**config.mk**
```make
export PLATFORM = sky130hd
export DESIGN_NAME = json_string_unescape_utf8_top
export DESIGN_NICKNAME = d
export VERILOG_FILES = /design/src/sv/jsu_pkg.sv /design/src/sv/jsu_front.sv /design/src/sv/jsu_queue.sv /design/src/sv/jsu_back.sv /design/src/sv/json_string_unescape_utf8_top.sv
export SDC_FILE = /design/constraint.sdc
export NUM_CORES = 1
export LEC_CHECK = 0
export ABC_AREA = 1
export BUFFER_PORTS_ARGS = -buffer_cell sky130_fd_sc_hd__buf_2
export CAP_MARGIN = 5
export CORE_MARGIN = 3
export CORE_UTILIZATION = 45
export CTS_CLUSTER_DIAMETER = 80
export DETAILED_ROUTE_END_ITERATION = 16
export GPL_TIMING_DRIVEN = 0
export SLEW_MARGIN = 20
export SYNTH_ARGS = -nofsm -noshare
export SYNTH_HDL_FRONTEND = slang
export SYNTH_SLANG_ARGS = --single-unit
```
**constraint.sdc**
```tcl
create_clock -name i_clk -period 5.4 [get_ports i_clk]
set_input_delay 0.54 -clock i_clk [delete_from_list [all_inputs] [get_ports i_clk]]
set_output_delay 0.54 -clock i_clk [all_outputs]
set_load 0.05 [all_outputs]
```
**src/sv/jsu_pkg.sv**
```systemverilog
// JSON string unescape: shared types and codes.
// Used by the front, queue, back and top-level modules; depends on nothing.
`default_nettype none

package jsu_pkg;

    // Result kinds on the output channel
    localparam logic [1:0] KIND_BYTE  = 2'd0;
    localparam logic [1:0] KIND_END   = 2'd1;
    localparam logic [1:0] KIND_ERROR = 2'd2;

    // One unit of work for the back end: a code point to encode, a raw byte,
    // or a string end / error marker.
    typedef enum logic [2:0] {
        UOP_NONE = 3'd0,
        UOP_UTF8 = 3'd1,
        UOP_RAW  = 3'd2,
        UOP_END  = 3'd3,
        UOP_ERR  = 3'd4
    } t_uop;

    typedef struct packed {
        t_uop        op;
        logic [20:0] data;
    } t_unit;

    // Everything one input byte produces: at most two units, first in u0.
    typedef struct packed {
        t_unit u0;
        t_unit u1;
    } t_cmd;

endpackage

`default_nettype wire

```
**src/sv/jsu_front.sv**
```systemverilog
// JSON string unescape front end: escape and \u parser, surrogate pairing.
// Turns each accepted byte into a command of up to two units; uses jsu_pkg.
`default_nettype none

module jsu_front (
    input  wire logic          i_clk,
    input  wire logic          i_rst_n,
    input  wire logic          i_take,
    input  wire logic [7:0]    i_byte,
    output logic               o_cmd_valid,
    output jsu_pkg::t_cmd      o_cmd
);
    import jsu_pkg::*;

    localparam logic [3:0] PH_NORMAL  = 4'd0;
    localparam logic [3:0] PH_ESC     = 4'd1;
    localparam logic [3:0] PH_HEX0    = 4'd2;
    localparam logic [3:0] PH_HEX1    = 4'd3;
    localparam logic [3:0] PH_HEX2    = 4'd4;
    localparam logic [3:0] PH_HEX3    = 4'd5;
    localparam logic [3:0] PH_WANT_BS = 4'd6;
    localparam logic [3:0] PH_WANT_U  = 4'd7;
    localparam logic [3:0] PH_LOHEX0  = 4'd8;
    localparam logic [3:0] PH_LOHEX1  = 4'd9;
    localparam logic [3:0] PH_LOHEX2  = 4'd10;
    localparam logic [3:0] PH_LOHEX3  = 4'd11;

    localparam logic [7:0] CH_NUL   = 8'h00;
    localparam logic [7:0] CH_QUOTE = 8'h22;
    localparam logic [7:0] CH_BSL   = 8'h5C;
    localparam logic [7:0] CH_U     = 8'h75;

    typedef struct packed {
        logic [3:0] phase;
        t_unit      unit;
    } t_step;

    logic [3:0]  r_phase, n_phase;
    logic [11:0] r_accum, n_accum;
    logic [9:0]  r_held,  n_held;

    logic        hex_ok;
    logic [3:0]  hex_dig;
    logic [15:0] code;
    logic [15:0] held_cp;
    logic [20:0] pair_cp;
    t_step       s_norm, s_esc, s_take;
    t_unit       u_release, u_error;
    t_cmd        cmd;

    function automatic t_unit f_unit(input t_uop op, input logic [20:0] data);
        t_unit u;
        begin
            u.op   = op;
            u.data = data;
            return u;
        end
    endfunction

    function automatic t_step f_normal(input logic [7:0] c);
        t_step s;
        begin
            s.phase = PH_NORMAL;
            s.unit  = f_unit(UOP_RAW, {13'd0, c});
            case (c)
                CH_NUL:   s.unit = f_unit(UOP_ERR, '0);
                CH_QUOTE: s.unit = f_unit(UOP_END, '0);
                CH_BSL: begin
                    s.phase = PH_ESC;
                    s.unit  = f_unit(UOP_NONE, '0);
                end
                default: ;
            endcase
            return s;
        end
    endfunction

    function automatic t_step f_escape(input logic [7:0] c);
        t_step s;
        begin
            s.phase = PH_NORMAL;
            s.unit  = f_unit(UOP_RAW, {13'd0, c});
            case (c)
                CH_NUL: s.unit = f_unit(UOP_ERR, '0);
                CH_U: begin
                    s.phase = PH_HEX0;
                    s.unit  = f_unit(UOP_NONE, '0);
                end
                8'h62:   s.unit = f_unit(UOP_RAW, 21'h08); // b
                8'h66:   s.unit = f_unit(UOP_RAW, 21'h0C); // f
                8'h6E:   s.unit = f_unit(UOP_RAW, 21'h0A); // n
                8'h72:   s.unit = f_unit(UOP_RAW, 21'h0D); // r
                8'h74:   s.unit = f_unit(UOP_RAW, 21'h09); // t
                default: ;
            endcase
            return s;
        end
    endfunction

    // hex digit decode
    always_comb begin
        hex_ok  = 1'b1;
        hex_dig = i_byte[3:0];
        if (i_byte >= 8'h30 && i_byte <= 8'h39) begin
            hex_dig = i_byte[3:0];
        end else if ((i_byte >= 8'h61 && i_byte <= 8'h66) ||
                     (i_byte >= 8'h41 && i_byte <= 8'h46)) begin
            hex_dig = 4'(i_byte[3:0] + 4'd9);
        end else begin
            hex_ok = 1'b0;
        end
    end

    assign code      = {r_accum, hex_dig};
    assign held_cp   = {6'b110110, r_held};
    // 0x10000 + (high - 0xD800) * 0x400 + (low - 0xDC00)
    assign pair_cp   = 21'h10000 + {1'b0, r_held, code[9:0]};
    assign s_norm    = f_normal(i_byte);
    assign s_esc     = f_escape(i_byte);
    assign u_release = f_unit(UOP_UTF8, {5'd0, held_cp});
    assign u_error   = f_unit(UOP_ERR, '0);

    // complete \u value: hold a high surrogate, encode anything else
    always_comb begin
        if (code >= 16'hD800 && code <= 16'hDBFF) begin
            s_take.phase = PH_WANT_BS;
            s_take.unit  = f_unit(UOP_NONE, '0);
        end else begin
            s_take.phase = PH_NORMAL;
            s_take.unit  = f_unit(UOP_UTF8, {5'd0, code});
        end
    end

    always_comb begin
        n_phase = r_phase;
        n_accum = r_accum;
        n_held  = r_held;
        cmd.u0  = f_unit(UOP_NONE, '0);
        cmd.u1  = f_unit(UOP_NONE, '0);
        case (r_phase)
            PH_NORMAL: begin
                n_phase = s_norm.phase;
                cmd.u0  = s_norm.unit;
            end
            PH_ESC: begin
                n_phase = s_esc.phase;
                cmd.u0  = s_esc.unit;
            end
            PH_HEX0, PH_HEX1, PH_HEX2, PH_HEX3: begin
                if (!hex_ok) begin
                    n_phase = PH_NORMAL;
                    cmd.u0  = u_error;
                end else if (r_phase == PH_HEX3) begin
                    n_phase = s_take.phase;
                    n_held  = code[9:0];
                    cmd.u0  = s_take.unit;
                end else begin
                    n_phase = r_phase + 4'd1;
                    n_accum = (r_phase == PH_HEX0) ? {8'd0, hex_dig}
                                                   : {r_accum[7:0], hex_dig};
                end
            end
            PH_WANT_BS: begin
                if (i_byte == CH_BSL) begin
                    n_phase = PH_WANT_U;
                end else begin
                    n_phase = s_norm.phase;
                    cmd.u0  = u_release;
                    cmd.u1  = s_norm.unit;
                end
            end
            PH_WANT_U: begin
                if (i_byte == CH_U) begin
                    n_phase = PH_LOHEX0;
                end else begin
                    n_phase = s_esc.phase;
                    cmd.u0  = u_release;
                    cmd.u1  = s_esc.unit;
                end
            end
            PH_LOHEX0, PH_LOHEX1, PH_LOHEX2, PH_LOHEX3: begin
                if (!hex_ok) begin
                    n_phase = PH_NORMAL;
                    cmd.u0  = u_release;
                    cmd.u1  = u_error;
                end else if (r_phase == PH_LOHEX3) begin
                    if (code >= 16'hDC00 && code <= 16'hDFFF) begin
                        n_phase = PH_NORMAL;
                        cmd.u0  = f_unit(UOP_UTF8, pair_cp);
                    end else begin
                        // not a low surrogate: release, then treat as fresh value
                        n_phase = s_take.phase;
                        n_held  = code[9:0];
                        cmd.u0  = u_release;
                        cmd.u1  = s_take.unit;
                    end
                end else begin
                    n_phase = r_phase + 4'd1;
                    n_accum = (r_phase == PH_LOHEX0) ? {8'd0, hex_dig}
                                                     : {r_accum[7:0], hex_dig};
                end
            end
            default: begin
                n_phase = s_norm.phase;
                cmd.u0  = s_norm.unit;
            end
        endcase
    end

    assign o_cmd       = cmd;
    assign o_cmd_valid = i_take && (cmd.u0.op != UOP_NONE);

    always_ff @(posedge i_clk) begin
        if (!i_rst_n) begin
            r_phase <= PH_NORMAL;
        end else if (i_take) begin
            r_phase <= n_phase;
        end
    end

    always_ff @(posedge i_clk) begin
        if (i_take) begin
            r_accum <= n_accum;
            r_held  <= n_held;
        end
    end

endmodule

`default_nettype wire

```
**src/sv/jsu_queue.sv**
```systemverilog
// JSON string unescape command queue between front and back end.
// Small register FIFO of jsu_pkg::t_cmd entries.
`default_nettype none

module jsu_queue #(
    parameter int DEPTH = 4
) (
    input  wire logic          i_clk,
    input  wire logic          i_rst_n,
    input  wire logic          i_wr,
    input  wire jsu_pkg::t_cmd i_wdata,
    input  wire logic          i_rd,
    output logic               o_full,
    output logic               o_empty,
    output jsu_pkg::t_cmd      o_rdata
);
    import jsu_pkg::*;

    localparam int PW = (DEPTH > 1) ? $clog2(DEPTH) : 1;
    localparam int CW = $clog2(DEPTH + 1);
    localparam logic [PW-1:0] LAST_PTR = PW'(DEPTH - 1);
    localparam logic [CW-1:0] FULL_CNT = CW'(DEPTH);

    t_cmd          r_mem [DEPTH];
    logic [PW-1:0] r_wptr, r_rptr;
    logic [CW-1:0] r_count;
    logic          wr_en, rd_en;

    assign o_full  = (r_count == FULL_CNT);
    assign o_empty = (r_count == '0);
    assign o_rdata = r_mem[r_rptr];
    assign wr_en   = i_wr && !o_full;
    assign rd_en   = i_rd && !o_empty;

    always_ff @(posedge i_clk) begin
        if (wr_en) begin
            r_mem[r_wptr] <= i_wdata;
        end
    end

    always_ff @(posedge i_clk) begin
        if (!i_rst_n) begin
            r_wptr  <= '0;
            r_rptr  <= '0;
            r_count <= '0;
        end else begin
            if (wr_en) begin
                r_wptr <= (r_wptr == LAST_PTR) ? '0 : r_wptr + PW'(1);
            end
            if (rd_en) begin
                r_rptr <= (r_rptr == LAST_PTR) ? '0 : r_rptr + PW'(1);
            end
            case ({wr_en, rd_en})
                2'b10:   r_count <= r_count + CW'(1);
                2'b01:   r_count <= r_count - CW'(1);
                default: ;
            endcase
        end
    end

endmodule

`default_nettype wire

```
**src/sv/jsu_back.sv**
```systemverilog
// JSON string unescape back end: expands commands into output bytes.
// UTF-8 encoder stepping one byte per cycle, while pop keeps up, into an output register; uses jsu_pkg.
`default_nettype none

module jsu_back (
    input  wire logic          i_clk,
    input  wire logic          i_rst_n,
    input  wire logic          i_q_empty,
    input  wire jsu_pkg::t_cmd i_q_head,
    output logic               o_q_pop,
    input  wire logic          i_pop,
    output logic               o_empty,
    output logic [7:0]         o_out_byte,
    output logic [1:0]         o_result_kind,
    output logic               o_last_of_run
);
    import jsu_pkg::*;

    logic        r_slot;
    logic [1:0]  r_idx;
    logic        r_out_valid;
    logic [7:0]  r_out_byte;
    logic [1:0]  r_out_kind;
    logic        r_out_last;

    t_unit       unit;
    logic [1:0]  len_m1;
    logic [7:0]  byte_val;
    logic [1:0]  kind;
    logic        unit_done, last_unit, advance;
    logic [20:0] cp;

    assign unit      = r_slot ? i_q_head.u1 : i_q_head.u0;
    assign cp        = unit.data;
    assign last_unit = r_slot || (i_q_head.u1.op == UOP_NONE);

    always_comb begin
        if (cp < 21'h80)         len_m1 = 2'd0;
        else if (cp < 21'h800)   len_m1 = 2'd1;
        else if (cp < 21'h10000) len_m1 = 2'd2;
        else                     len_m1 = 2'd3;
    end

    always_comb begin
        byte_val  = 8'd0;
        kind      = KIND_BYTE;
        unit_done = 1'b1;
        case (unit.op)
            UOP_UTF8: begin
                unit_done = (r_idx == len_m1);
                case (len_m1)
                    2'd0: byte_val = {1'b0, cp[6:0]};
                    2'd1: byte_val = (r_idx == 2'd0) ? {3'b110, cp[10:6]}
                                                     : {2'b10, cp[5:0]};
                    2'd2: begin
                        case (r_idx)
                            2'd0:    byte_val = {4'b1110, cp[15:12]};
                            2'd1:    byte_val = {2'b10, cp[11:6]};
                            default: byte_val = {2'b10, cp[5:0]};
                        endcase
                    end
                    default: begin
                        case (r_idx)
                            2'd0:    byte_val = {5'b11110, cp[20:18]};
                            2'd1:    byte_val = {2'b10, cp[17:12]};
                            2'd2:    byte_val = {2'b10, cp[11:6]};
                            default: byte_val = {2'b10, cp[5:0]};
                        endcase
                    end
                endcase
            end
            UOP_RAW: byte_val = cp[7:0];
            UOP_END: kind     = KIND_END;
            UOP_ERR: kind     = KIND_ERROR;
            default: ;
        endcase
    end

    assign advance = !i_q_empty && (!r_out_valid || i_pop);
    assign o_q_pop = advance && unit_done && last_unit;

    always_ff @(posedge i_clk) begin
        if (!i_rst_n) begin
            r_slot      <= 1'b0;
            r_idx       <= 2'd0;
            r_out_valid <= 1'b0;
        end else begin
            if (advance) begin
                r_out_valid <= 1'b1;
                if (unit_done) begin
                    r_idx  <= 2'd0;
                    r_slot <= !last_unit;
                end else begin
                    r_idx <= r_idx + 2'd1;
                end
            end else if (i_pop) begin
                r_out_valid <= 1'b0;
            end
        end
    end

    always_ff @(posedge i_clk) begin
        if (advance) begin
            r_out_byte <= byte_val;
            r_out_kind <= kind;
            r_out_last <= unit_done && last_unit;
        end
    end

    assign o_empty       = !r_out_valid;
    assign o_out_byte    = r_out_byte;
    assign o_result_kind = r_out_kind;
    assign o_last_of_run = r_out_last;

endmodule

`default_nettype wire

```
**src/sv/json_string_unescape_utf8_top.sv**
```systemverilog
// JSON string unescape top level: front parser, command queue, UTF-8 back end.
// Instantiates jsu_front, jsu_queue and jsu_back; uses jsu_pkg.
//
//   channel  | handshake        | payload
//   ---------+------------------+-----------------------------------------
//   input    | push / full      | i_in_byte
//   result   | empty / pop      | o_out_byte, o_result_kind, o_last_of_run
//
// One input byte is taken per cycle while full is low; the parser finishes it
// in that cycle and queues at most one command. The back end emits one result
// byte per cycle while pop keeps up, and one input byte can expand to up to 6
// result bytes. The command queue (QUEUE_DEPTH entries) absorbs such bursts;
// full rises only when it fills. Reset is synchronous and empties everything.
`default_nettype none

module json_string_unescape_utf8_top #(
    parameter int QUEUE_DEPTH = 4
) (
    input  wire logic       i_clk,
    input  wire logic       i_rst_n,
    input  wire logic       push,
    output logic            full,
    input  wire logic [7:0] i_in_byte,
    output logic            empty,
    input  wire logic       pop,
    output logic [7:0]      o_out_byte,
    output logic [1:0]      o_result_kind,
    output logic            o_last_of_run
);
    import jsu_pkg::*;

    logic q_full, q_empty, q_pop, take, cmd_valid;
    t_cmd cmd, q_head;

    assign take = push && !q_full;
    assign full = q_full;

    jsu_front u_front (
        .i_clk       (i_clk),
        .i_rst_n     (i_rst_n),
        .i_take      (take),
        .i_byte      (i_in_byte),
        .o_cmd_valid (cmd_valid),
        .o_cmd       (cmd)
    );

    jsu_queue #(
        .DEPTH (QUEUE_DEPTH)
    ) u_queue (
        .i_clk   (i_clk),
        .i_rst_n (i_rst_n),
        .i_wr    (cmd_valid),
        .i_wdata (cmd),
        .i_rd    (q_pop),
        .o_full  (q_full),
        .o_empty (q_empty),
        .o_rdata (q_head)
    );

    jsu_back u_back (
        .i_clk         (i_clk),
        .i_rst_n       (i_rst_n),
        .i_q_empty     (q_empty),
        .i_q_head      (q_head),
        .o_q_pop       (q_pop),
        .i_pop         (pop),
        .o_empty       (empty),
        .o_out_byte    (o_out_byte),
        .o_result_kind (o_result_kind),
        .o_last_of_run (o_last_of_run)
    );

endmodule

`default_nettype wire

```
After elaboration in Yosys (flattened, before gate mapping)
Memory sizes are Yosys's and may differ from the RTL's. A register that Yosys moved wholly into a read port is not among the register bits. Index checks and enable logic that the tools add are counted.

Bits in registers: 48. Bits in latches: 0. RAM bits: 192. Memory bits (read-only): 0. Bits of input ports: 12. Output and inout port bits: 13. Logic and storage cells: 169. Memories: 1.

Memories: u_queue.r_mem (depth 4, width 48, read ports 1, clocked after memory_dff 1, wr ports 1, RTL line jsu_queue.sv:24) `t_cmd r_mem [DEPTH];`.

Add/sub/neg operators: 8. Multipliers: 0. Divide/modulo/power cells: 0. $lt $le $gt $ge: 13. Equality and inequality tests: 40. Shift operators: 0. Multiplexer cells: 61. Bitwise logic cells: 0. Reduce and logical (&&, ||, !) cells: 34.

Operators by type and width (count): case mux 24 bit (7 select lines) (1); case mux 24 bit (3 select lines) (2); case mux 24 bit (5 select lines) (1); two-way mux 24 bit (4); two-way mux 48 bit (2); two-way mux 46 bit (2); two-way mux 12 bit (6); == test 8 x 7 -> 1 bit, second input constant (7); two-way mux 10 bit (5); greater-or-equal comparator 16 bit, second input constant (2); <= comparator 16 bit, second input constant (2); two-way mux 4 bit (7); two-way mux 27 bit (1); case mux 12 bit (2 select lines) (1); case mux 8 bit (3 select lines) (1); adder 17 x 20 -> 21 bit, first input constant (1); < comparator 21 x 12 -> 1 bit, second input constant (1); < comparator 21 x 17 -> 1 bit, second input constant (1); < comparator 21 x 8 -> 1 bit, second input constant (1); two-way mux 21 bit (1); case mux 7 bit (3 select lines) (1); case mux 10 bit (2 select lines) (1); case mux 4 bit (5 select lines) (1); == test 4 x 3 -> 1 bit, second input constant (4); 41 further kinds (100).

Longest topological paths before layout
Gate-level depths: netlist of the first run.

Depth in word-level cells: 17. Mapped depth: 26. Mapped depth without buffers: 23.

Cells and area by module
From an unflattened synthesis of the first run, not the netlist that was laid out.

Cell total of the unflattened synthesis: 1289. Area, all modules: 12399.4 sq um.

Modules (own cells, without submodules): jsu_queue (instances 1, cells an instance 535, area an instance 7678.6 sq um); jsu_front (instances 1, cells an instance 457, area an instance 2910.3 sq um); jsu_back (instances 1, cells an instance 295, area an instance 1800.5 sq um); json_string_unescape_utf8_top (instances 1, cells an instance 2, area an instance 10.0 sq um).

Least setup slack after synthesis of the first run
No wires, ideal clock.

Kind: input to register. Start point: in i_in_byte[0]. End point: mem u_queue.r_mem[0][0] (netlist name) (enable). Arrival time: 3.750 ns. Required time: 4.957 ns. Path slack: 1.207 ns. Stages on the path: 15. Cell sequence: inv_1 ha_1 nand2_1 o21ai_0 nand2_1 nand3_1 nor2_1 nand3_1 nand2_1 nand2_1 o21ai_1 nor2_1 nand2_1 nand2_2 nor2_1.

RTL lines: start, declared (RTL line json_string_unescape_utf8_top.sv:23) `input wire logic [7:0] i_in_byte,`; end, declared (RTL line jsu_queue.sv:24).

Worst setup path after layout of the first run
Start point: reg u_front.r_phase[0]. End point: reg u_queue.r_count[2].

Longest elaborated chain between the ends: 9. Elaborated cells between the ends (all ways): 25. Classes of those cells: 13 x eq/ne; 6 x mux; 6 x reduce/logical.

RTL lines: start, declared (RTL line jsu_front.sv:38) `logic [3:0] r_phase, n_phase;`; start signal, assigned (RTL line jsu_front.sv:217) `r_phase <= n_phase;`; == test 4 bit / == test 4 x 3 -> 1 bit (equally long branches) (RTL line jsu_front.sv:140, jsu_front.sv:186, jsu_front.sv:153); two-way mux 48 bit / two-way mux 24 bit (equally long branches) (RTL line jsu_front.sv:186, jsu_front.sv:153); two-way mux 48 bit / two-way mux 24 bit (equally long branches) (RTL line jsu_front.sv:182, jsu_front.sv:150); case mux 24 bit (5 select lines) (*) (RTL line jsu_front.sv:140) `case (r_phase)`; nonzero test 3 bit (*) (RTL line jsu_front.sv:211) `assign o_cmd_valid = i_take && (cmd.u0.op != UOP_NONE);`; logical AND 1 bit (*) (RTL line jsu_front.sv:211); logical AND 1 bit (*) (RTL line jsu_queue.sv:32) `assign wr_en = i_wr && !o_full;`; == test 2 x 1 -> 1 bit / == test 2 bit (equally long branches) (RTL line jsu_queue.sv:53) `case ({wr_en, rd_en})`; case mux 3 bit (2 select lines) / nonzero test 2 bit (equally long branches); end signal, assigned (RTL line jsu_queue.sv:54) `2'b10: r_count <= r_count + CW'(1);`; end signal, assigned (RTL line jsu_queue.sv:55) `2'b01: r_count <= r_count - CW'(1);`; end, declared (RTL line jsu_queue.sv:26) `logic [CW-1:0] r_count;`.

Every way passes the cells marked *; elsewhere a longest branch is shown, timed or not. A chain may end at the register's enable or synchronous reset.

==> results.sh, run 1 <==
export IMPL_synthDistinctLibCells=49
export IMPL_crit_type="register to register"
export IMPL_maxSlewViolCount=0
export IMPL_setup_slack_ps=1499
export IMPL_die_area_um2=26510
export IMPL_gp_congestion=0.9222
export IMPL_initial_utilization=0.4644
export IMPL_clock_skew_ps=13.31
export IMPL_holdPathEnd="u_back.r_out_valid"
export IMPL_pre_cts_ws_ps=1355
export IMPL_yosysTopAreaCellShare=0.5564
export IMPL_synthAdderAreaFrac=0.02443
export IMPL_hold_buffers=0
export IMPL_fp_dieH_um=162.8
export IMPL_cp_start_kind="register"
export IMPL_synth_cells=1167
export IMPL_ios=25
export IMPL_max_freq_mhz=256.3
export IMPL_nets=1261
export IMPL_antenna_found_initial=0
export IMPL_synth_top_family_by_area="simple AND/OR/NAND/NOR gates"
export IMPL_die_width_um=162.8
export IMPL_drc_errors=0
export IMPL_synth_most_common_cell="nand2_1"
export IMPL_drt_iter0_drc=756
export IMPL_cts_sinks=222
export IMPL_status="finished clean"
export IMPL_max_slew_margin=0.1998
export IMPL_clockRootBuffer="clkbuf_16"
export IMPL_hold_violations=0
export IMPL_powerDensity_nw_per_um2=475.6
export IMPL_synthesis_area_um2=11060
export IMPL_syn_area_per_cell_um2=9.481
export IMPL_cpMostUsedCell="o21ai_0"
export IMPL_grt_pass1_wl_um=45090
export IMPL_yosys_area_share_xor_xnor=0.003166
export IMPL_drtAntennaViolNets=0
export IMPL_firstDrtPassIters=5
export IMPL_cts_buffer_depth=3
export IMPL_worst_pin_slew_ps=1189
export IMPL_grt_pass1_vias=7982
export IMPL_grt_overflow=0
export IMPL_io_buffers=23
export IMPL_critPathBufInv=2
export IMPL_worstHoldPathCells=4
export IMPL_drive_above_1_share=0.1107
export IMPL_dp_hpwl_um=21110
export IMPL_worstSetupEndpointType="register"
export IMPL_synth_warnings=0
export IMPL_crit_required_ps=5800
export IMPL_fin_util=0.5310
export IMPL_reg2reg_slack_ps=1500
export IMPL_yosys_register_bits=222
export IMPL_post_cts_buffers=0
export IMPL_clkLatencyLatePin_ps=520
export IMPL_synth_simple_area_share=0.2004
export IMPL_clkSlewWorstSetupHoldPaths_ps=60
export IMPL_finalSetupViolations=0
export IMPL_period_minus_slack_ps=3901
export IMPL_synth_edf_count=205
export IMPL_reg2reg_depth=18
export IMPL_fin_crit_sh=0.7225
export IMPL_htreeDepth=1
export IMPL_cts_buffers=26
export IMPL_grt_usage=0.2201
export IMPL_cts_tree="yes"
export IMPL_wl_per_cell_um=18.40
export IMPL_path_cells="ha_1, nand2_1, nor2_1, inv_2, nand3_2, nor2_4, nand2_2, nand4_1, o21ai_0, nand2_1, nand2_2, ha_1, inv_1, fa_1, a21oi_1, o21ai_0, o21ai_0, a21oi_1"
export IMPL_num_rows=56
export IMPL_irDropWorstVdd_v=0.0004004
export IMPL_critical_path_max_fanout=8
export IMPL_critical_path_max_stage_delay_ps=610
export IMPL_via_count=8451
export IMPL_yosysTopAreaCell="edfxtp_1"
export IMPL_reg2reg_to="u_queue.r_count[2]"
export IMPL_yosys_most_used_dff="edfxtp_1"
export IMPL_leakage_nw=5.107
export IMPL_n_antenna_cell=0
export IMPL_hp_start="pop"
export IMPL_synth_fp_nets=1200
export IMPL_cp_arrival_ps=4300
export IMPL_maxCapViolations=0
export IMPL_post_cts_resized=0
export IMPL_vias_per_cell=5.397
export IMPL_seq_area_frac_synth=0.5871
export IMPL_rsz0062_at_grt="no"
export IMPL_area_growth_pct=14.34
export IMPL_synthTopCellsByArea="edfxtp_1, nand2_1, inv_1"
export IMPL_synth_commonest_cells="nand2_1, edfxtp_1, inv_1"
export IMPL_crit_family="simple AND/OR/NAND/NOR gates"
export IMPL_synth_compound_area_frac=0.1072
export IMPL_synthMuxAreaShare=0
export IMPL_hold_path_class="input pin to register"
export IMPL_grt_max_degree=23
export IMPL_slowest_stage="nor2_1"
export IMPL_async_flop_share=0
export IMPL_n_fill_cell=2174
export IMPL_wl_um=28820
export IMPL_fp_coreArea_um2=23820
export IMPL_r2r_start="u_front.r_phase[0]"
-- routing by layer --
metal | GRT usage | wire length, µm | up-vias
li1 | - | - | 4093
met1 | 0.3047 | 12910 | 3976
met2 | 0.3526 | 12910 | 319
met3 | 0.03840 | 2003 | 63
met4 | 0.07497 | 1002 | 0
met5 | 0 | 0 | -
-- kinds of logic (layout without fill, tap and decap cells) --
kind of cell,Yosys count,after routing
and+or+nand+nor,524,524
DFF,222,222
buffers and inverters,202,282
AOI/OAI and AO/OA,194,194
adders and majority gates,21,21
xor gates and xnor gates,4,4
-- worst max-delay path by stage --
stage | start | to | cells after the start | slack, ps
global placement | i_in_byte[0] | u_queue.r_mem[3][11] | 11 | -1220
CTS | u_front.r_phase[0] | u_queue.r_count[2] | 18 | 1590
floorplan | i_in_byte[0] | u_queue.r_mem[0][0] | 15 | 1210
detailed placement | i_in_byte[0] | u_queue.r_count[2] | 18 | 1360
finish | u_front.r_phase[0] | u_queue.r_count[2] | 18 | 1500
global route | u_front.r_phase[0] | u_queue.r_count[2] | 18 | 1120
-- report_power, final --
group	leakage (nW)	switching [mW]	internal, mW
combinational	2.68	1.56	0.647
clock	0.392	0.672	0.980
sequential	2.04	0.0574	2.10
total	5.11	2.29	3.73
-- cell usage in the layout, fill, tap and decap left out, drive strengths merged --
cell,count
o2111ai,3
edfxtp,205
nor2,119
a211oi,2
o21a,1
clkinv,9
clkinvlp,1
nand4,8
o221ai,10
bufinv,1
a22oi,3
inv,164
o211ai,14
a41oi,4
a21oi,42
o311ai,1
fa,1
buf,67
nand3,88
nor4,3
ha,20
nand2,292
o31ai,3
o22ai,16
or2,1
nor3,12
a32o,7
and2,1
clkbuf,40
a31oi,3
a31o,1
o21ai,83
a21boi,1
dfxtp,17
xor2,4
-- per-stage QoR --
stage / TNS (ps) / instance area (µm²) / hold WS, ps / power [mW] / std cells
2_1_floorplan: 0 / 11060 / 426.4 / 3.735 / 1167
5_1_grt: 0 / 12650 / 416.6 / 6.367 / 1566
3_3_place_gp: -191030 / 11580 / 430.3 / 4.326 / 1509
4_1_cts: 0 / 12640 / 376.0 / 6.032 / 1566
3_5_place_dp: 0 / 11830 / 433.8 / 4.380 / 1519
6_report: 0 / 12650 / 409.4 / 6.016 / 1566
-- sequential cells by signal (all words and copies together), names as in the netlist, named ones only --
signal / cells
u_back.o_out_byte: 8
u_queue.r_wptr: 2
u_back.o_last_of_run: 1
u_back.r_idx: 2
u_front.r_phase: 4
u_queue.r_mem: 172
u_back.o_result_kind: 2
u_back.r_slot: 1
u_queue.r_rptr: 2
u_queue.r_count: 3
u_front.r_held: 10
u_front.r_accum: 12
u_back.r_out_valid: 1
-- cell type report --
cell class / instances / area, µm² / share of cell area
plain buffers: 38 / 244.0 / 0.01929
clock inverters: 11 / 91.34 / 0.007220
well taps: 319 / 399.1 / 0.03155
clock buffers: 36 / 719.4 / 0.05687
inverters: 164 / 615.6 / 0.04866
multi-input cells: 743 / 3757 / 0.2970
flip-flops and latches: 222 / 6496 / 0.5135
repair buffers: 33 / 327.8 / 0.02591
-- worst min-delay path: cells and delay by family --
family	cells	cell delay (ps)
compound gates	1	160
buf+inv	2	110
simple gates	1	60
Note: power is estimated with default switching activity, not from simulation.
==> run 2, diff against run 1 <==
==> constraint.sdc (replaced) <==
create_clock -name i_clk -period 3.95 [get_ports i_clk]
set_input_delay 0.395 -clock i_clk [delete_from_list [all_inputs] [get_ports i_clk]]
set_output_delay 0.395 -clock i_clk [all_outputs]
set_load 0.05 [all_outputs]
==> run 2 against run 1 <==
Die area stayed put. Core utilization is 0.23 points higher. Clock skew is 1.6 ps higher. Register-to-register slack worse by 1100 ps. Total power is 37% higher. Critical path depth is 3 lower. Routed wire length hardly changed. Global-route usage stayed put. Critical path type unchanged. First-iteration DRC count is 7.7% lower.
==> results.sh, run 2 (synthesis gave the netlist of run 1 again) <==
export IMPL_status="finished clean"
export IMPL_path_cells="inv_1, ha_1, inv_1, nor2_1, nor3_2, nand3_2, nor2_4, nand2_2, o21ai_1, nor2_1, nand2_1, nand2_4, nor2_4, buf_16, buf_12"
export IMPL_whs_ps=267.4
export IMPL_cts_sinks=222
export IMPL_final_common_cell="nand2_1"
export IMPL_crit_type="register to register"
export IMPL_grt_pass1_vias=7982
export IMPL_finalSetupViolations=0
export IMPL_drc_errors=0
export IMPL_cp_arrival_ps=3760
export IMPL_maxSlewViolCount=0
export IMPL_ios=25
export IMPL_hold_buffers=0
export IMPL_powerDensity_nw_per_um2=647.4
export IMPL_clock_skew_ps=14.90
export IMPL_fp_dieH_um=162.8
export IMPL_initial_utilization=0.4644
export IMPL_antenna_found_initial=0
export IMPL_fin_crit_sh=0.8968
export IMPL_hp_start="pop"
export IMPL_drive_above_1_share=0.1158
export IMPL_wl_um=28840
export IMPL_slowest_stage="dfxtp_1"
export IMPL_clkLatencyLatePin_ps=520
export IMPL_cts_tree="yes"
export IMPL_cts_buffers=26
export IMPL_reg2reg_depth=15
export IMPL_area_growth_pct=14.83
export IMPL_vias_per_cell=5.362
export IMPL_drt_iter0_drc=698
export IMPL_max_slew_margin=0.1902
export IMPL_reg2reg_slack_ps=410
export IMPL_worstHoldPathCells=4
export IMPL_worst_pin_slew_ps=1204
export IMPL_maxCapViolations=0
export IMPL_regMostFlops="u_queue.r_mem"
export IMPL_grt_pass1_wl_um=45090
export IMPL_nets=1266
export IMPL_n_antenna_cell=0
export IMPL_cp_start_kind="register"
export IMPL_gp_congestion=0.9222
export IMPL_fp_coreArea_um2=23820
export IMPL_clkSlewWorstSetupHoldPaths_ps=60
export IMPL_via_count=8424
export IMPL_die_width_um=162.8
export IMPL_reg2reg_to="u_queue.r_mem[1][33]"
export IMPL_leakage_nw=5.137
export IMPL_crit_required_ps=4170
export IMPL_largest_reg_flops=172
export IMPL_num_rows=56
export IMPL_period_minus_slack_ps=3542
export IMPL_hold_path_class="input pin to register"
export IMPL_die_area_um2=26510
export IMPL_grt_overflow=0
export IMPL_final_cell_mix="nand2_1, edfxtp_1, inv_1, nor2_1, nand3_1"
export IMPL_irDropWorstVdd_v=0.0005448
export IMPL_dp_hpwl_um=21110
export IMPL_rsz0062_at_grt="no"
export IMPL_critical_path_max_fanout=22
export IMPL_clockRootBuffer="clkbuf_16"
export IMPL_io_buffers=23
export IMPL_grt_max_degree=23
export IMPL_max_freq_mhz=282.3
export IMPL_drtAntennaViolNets=0
export IMPL_post_place_cells=1519
export IMPL_holdPathEnd="u_back.r_out_valid"
export IMPL_critical_path_max_stage_delay_ps=450
export IMPL_grt_usage=0.2201
export IMPL_finalNonFillerCells=1571
export IMPL_top_regs="u_queue.r_mem x172, u_front.r_accum x12, u_front.r_held x10"
export IMPL_cts_buffer_depth=3
export IMPL_r2r_start="u_front.r_phase[0]"
export IMPL_firstDrtPassIters=6
export IMPL_htreeDepth=1
export IMPL_fin_tns_setup_ps=0
export IMPL_wl_per_cell_um=18.36
export IMPL_worstSetupEndpointType="register"
export IMPL_hold_violations=0
run 2: cell types whose count changed in the layout (fill, tap and decap cells not counted):
| cell | change |
|---|---|
| buf_4 | +5 |
| nand2_4 | +1 |
| o21ai_2 | +1 |
| nand2_2 | -1 |
| nor2_1 | -1 |
| o21ai_0 | -1 |
| nor2_4 | +1 |
run 2: per-layer routing:
layer / up-vias / global-route usage / routed length [µm]
met5: - / 0 / 0
li1: 4101 / - / -
met4: 0 / 0.07497 / 978
met3: 63 / 0.03840 / 1895
met2: 292 / 0.3526 / 12970
met1: 3968 / 0.3047 / 13000
run 2: area by class of cell:
type,count,area [µm²]
Buffer,38,244.0
Clock buffer,36,719.4
Clock inverter,11,91.34
Fill cell,2171,11120
Inverter,164,615.6
Multi-Input combinational cell,743,3774
Sequential cell,222,6496
Tap cell,319,399.1
Timing Repair Buffer,38,365.4
run 2: report_power, final:
part | internal [mW] | total, mW | switching (mW)
clock | 1.34 | 2.26 | 0.918
sequential | 2.87 | 2.95 | 0.0783
combinational | 0.888 | 3.01 | 2.13
total | 5.10 | 8.22 | 3.12
run 2: worst max-delay path: cells and delay by family (launching register included):
family	cells	cell delay, ps
simple gates	9	1530
buf+inv	4	590
flops	1	450
compound gates	1	430
fa+ha+maj	1	200
run 2: metrics by stage:
step	utilization	total power, mW	setup WS [ps]	instance area (µm²)
2_1_floorplan	-	5.106	-114.5	11060
3_3_place_gp	0.4860	5.914	-2525	11580
3_5_place_dp	0.4966	5.988	50.37	11830
4_1_cts	0.5307	8.247	135.3	12640
5_1_grt	0.5333	8.709	113.5	12700
6_report	0.5333	8.225	407.7	12700
run 2: how the worst max path moves through the flow:
stage,start,slack [ps],endpoint,cells past startpoint
3_5_place_dp,i_in_byte[0],50,u_queue.r_count[2],18
4_1_cts,u_front.r_phase[0],140,u_queue.r_count[2],18
2_1_floorplan,u_front.r_phase[0],-110,u_queue.r_mem[0][0],13
3_3_place_gp,i_in_byte[0],-2530,u_queue.r_mem[3][11],11
5_1_grt,u_front.r_phase[2],110,u_queue.r_count[2],19
6_report,u_front.r_phase[0],410,u_queue.r_mem[1][33],15
run 2: timing repair:
item / in CTS / in global routing
gates resized for setup: 0 / 5
setup endpoints to repair: 0 / 15
hold endpoints to repair: 0 / 0
buffers inserted: 0 / 5
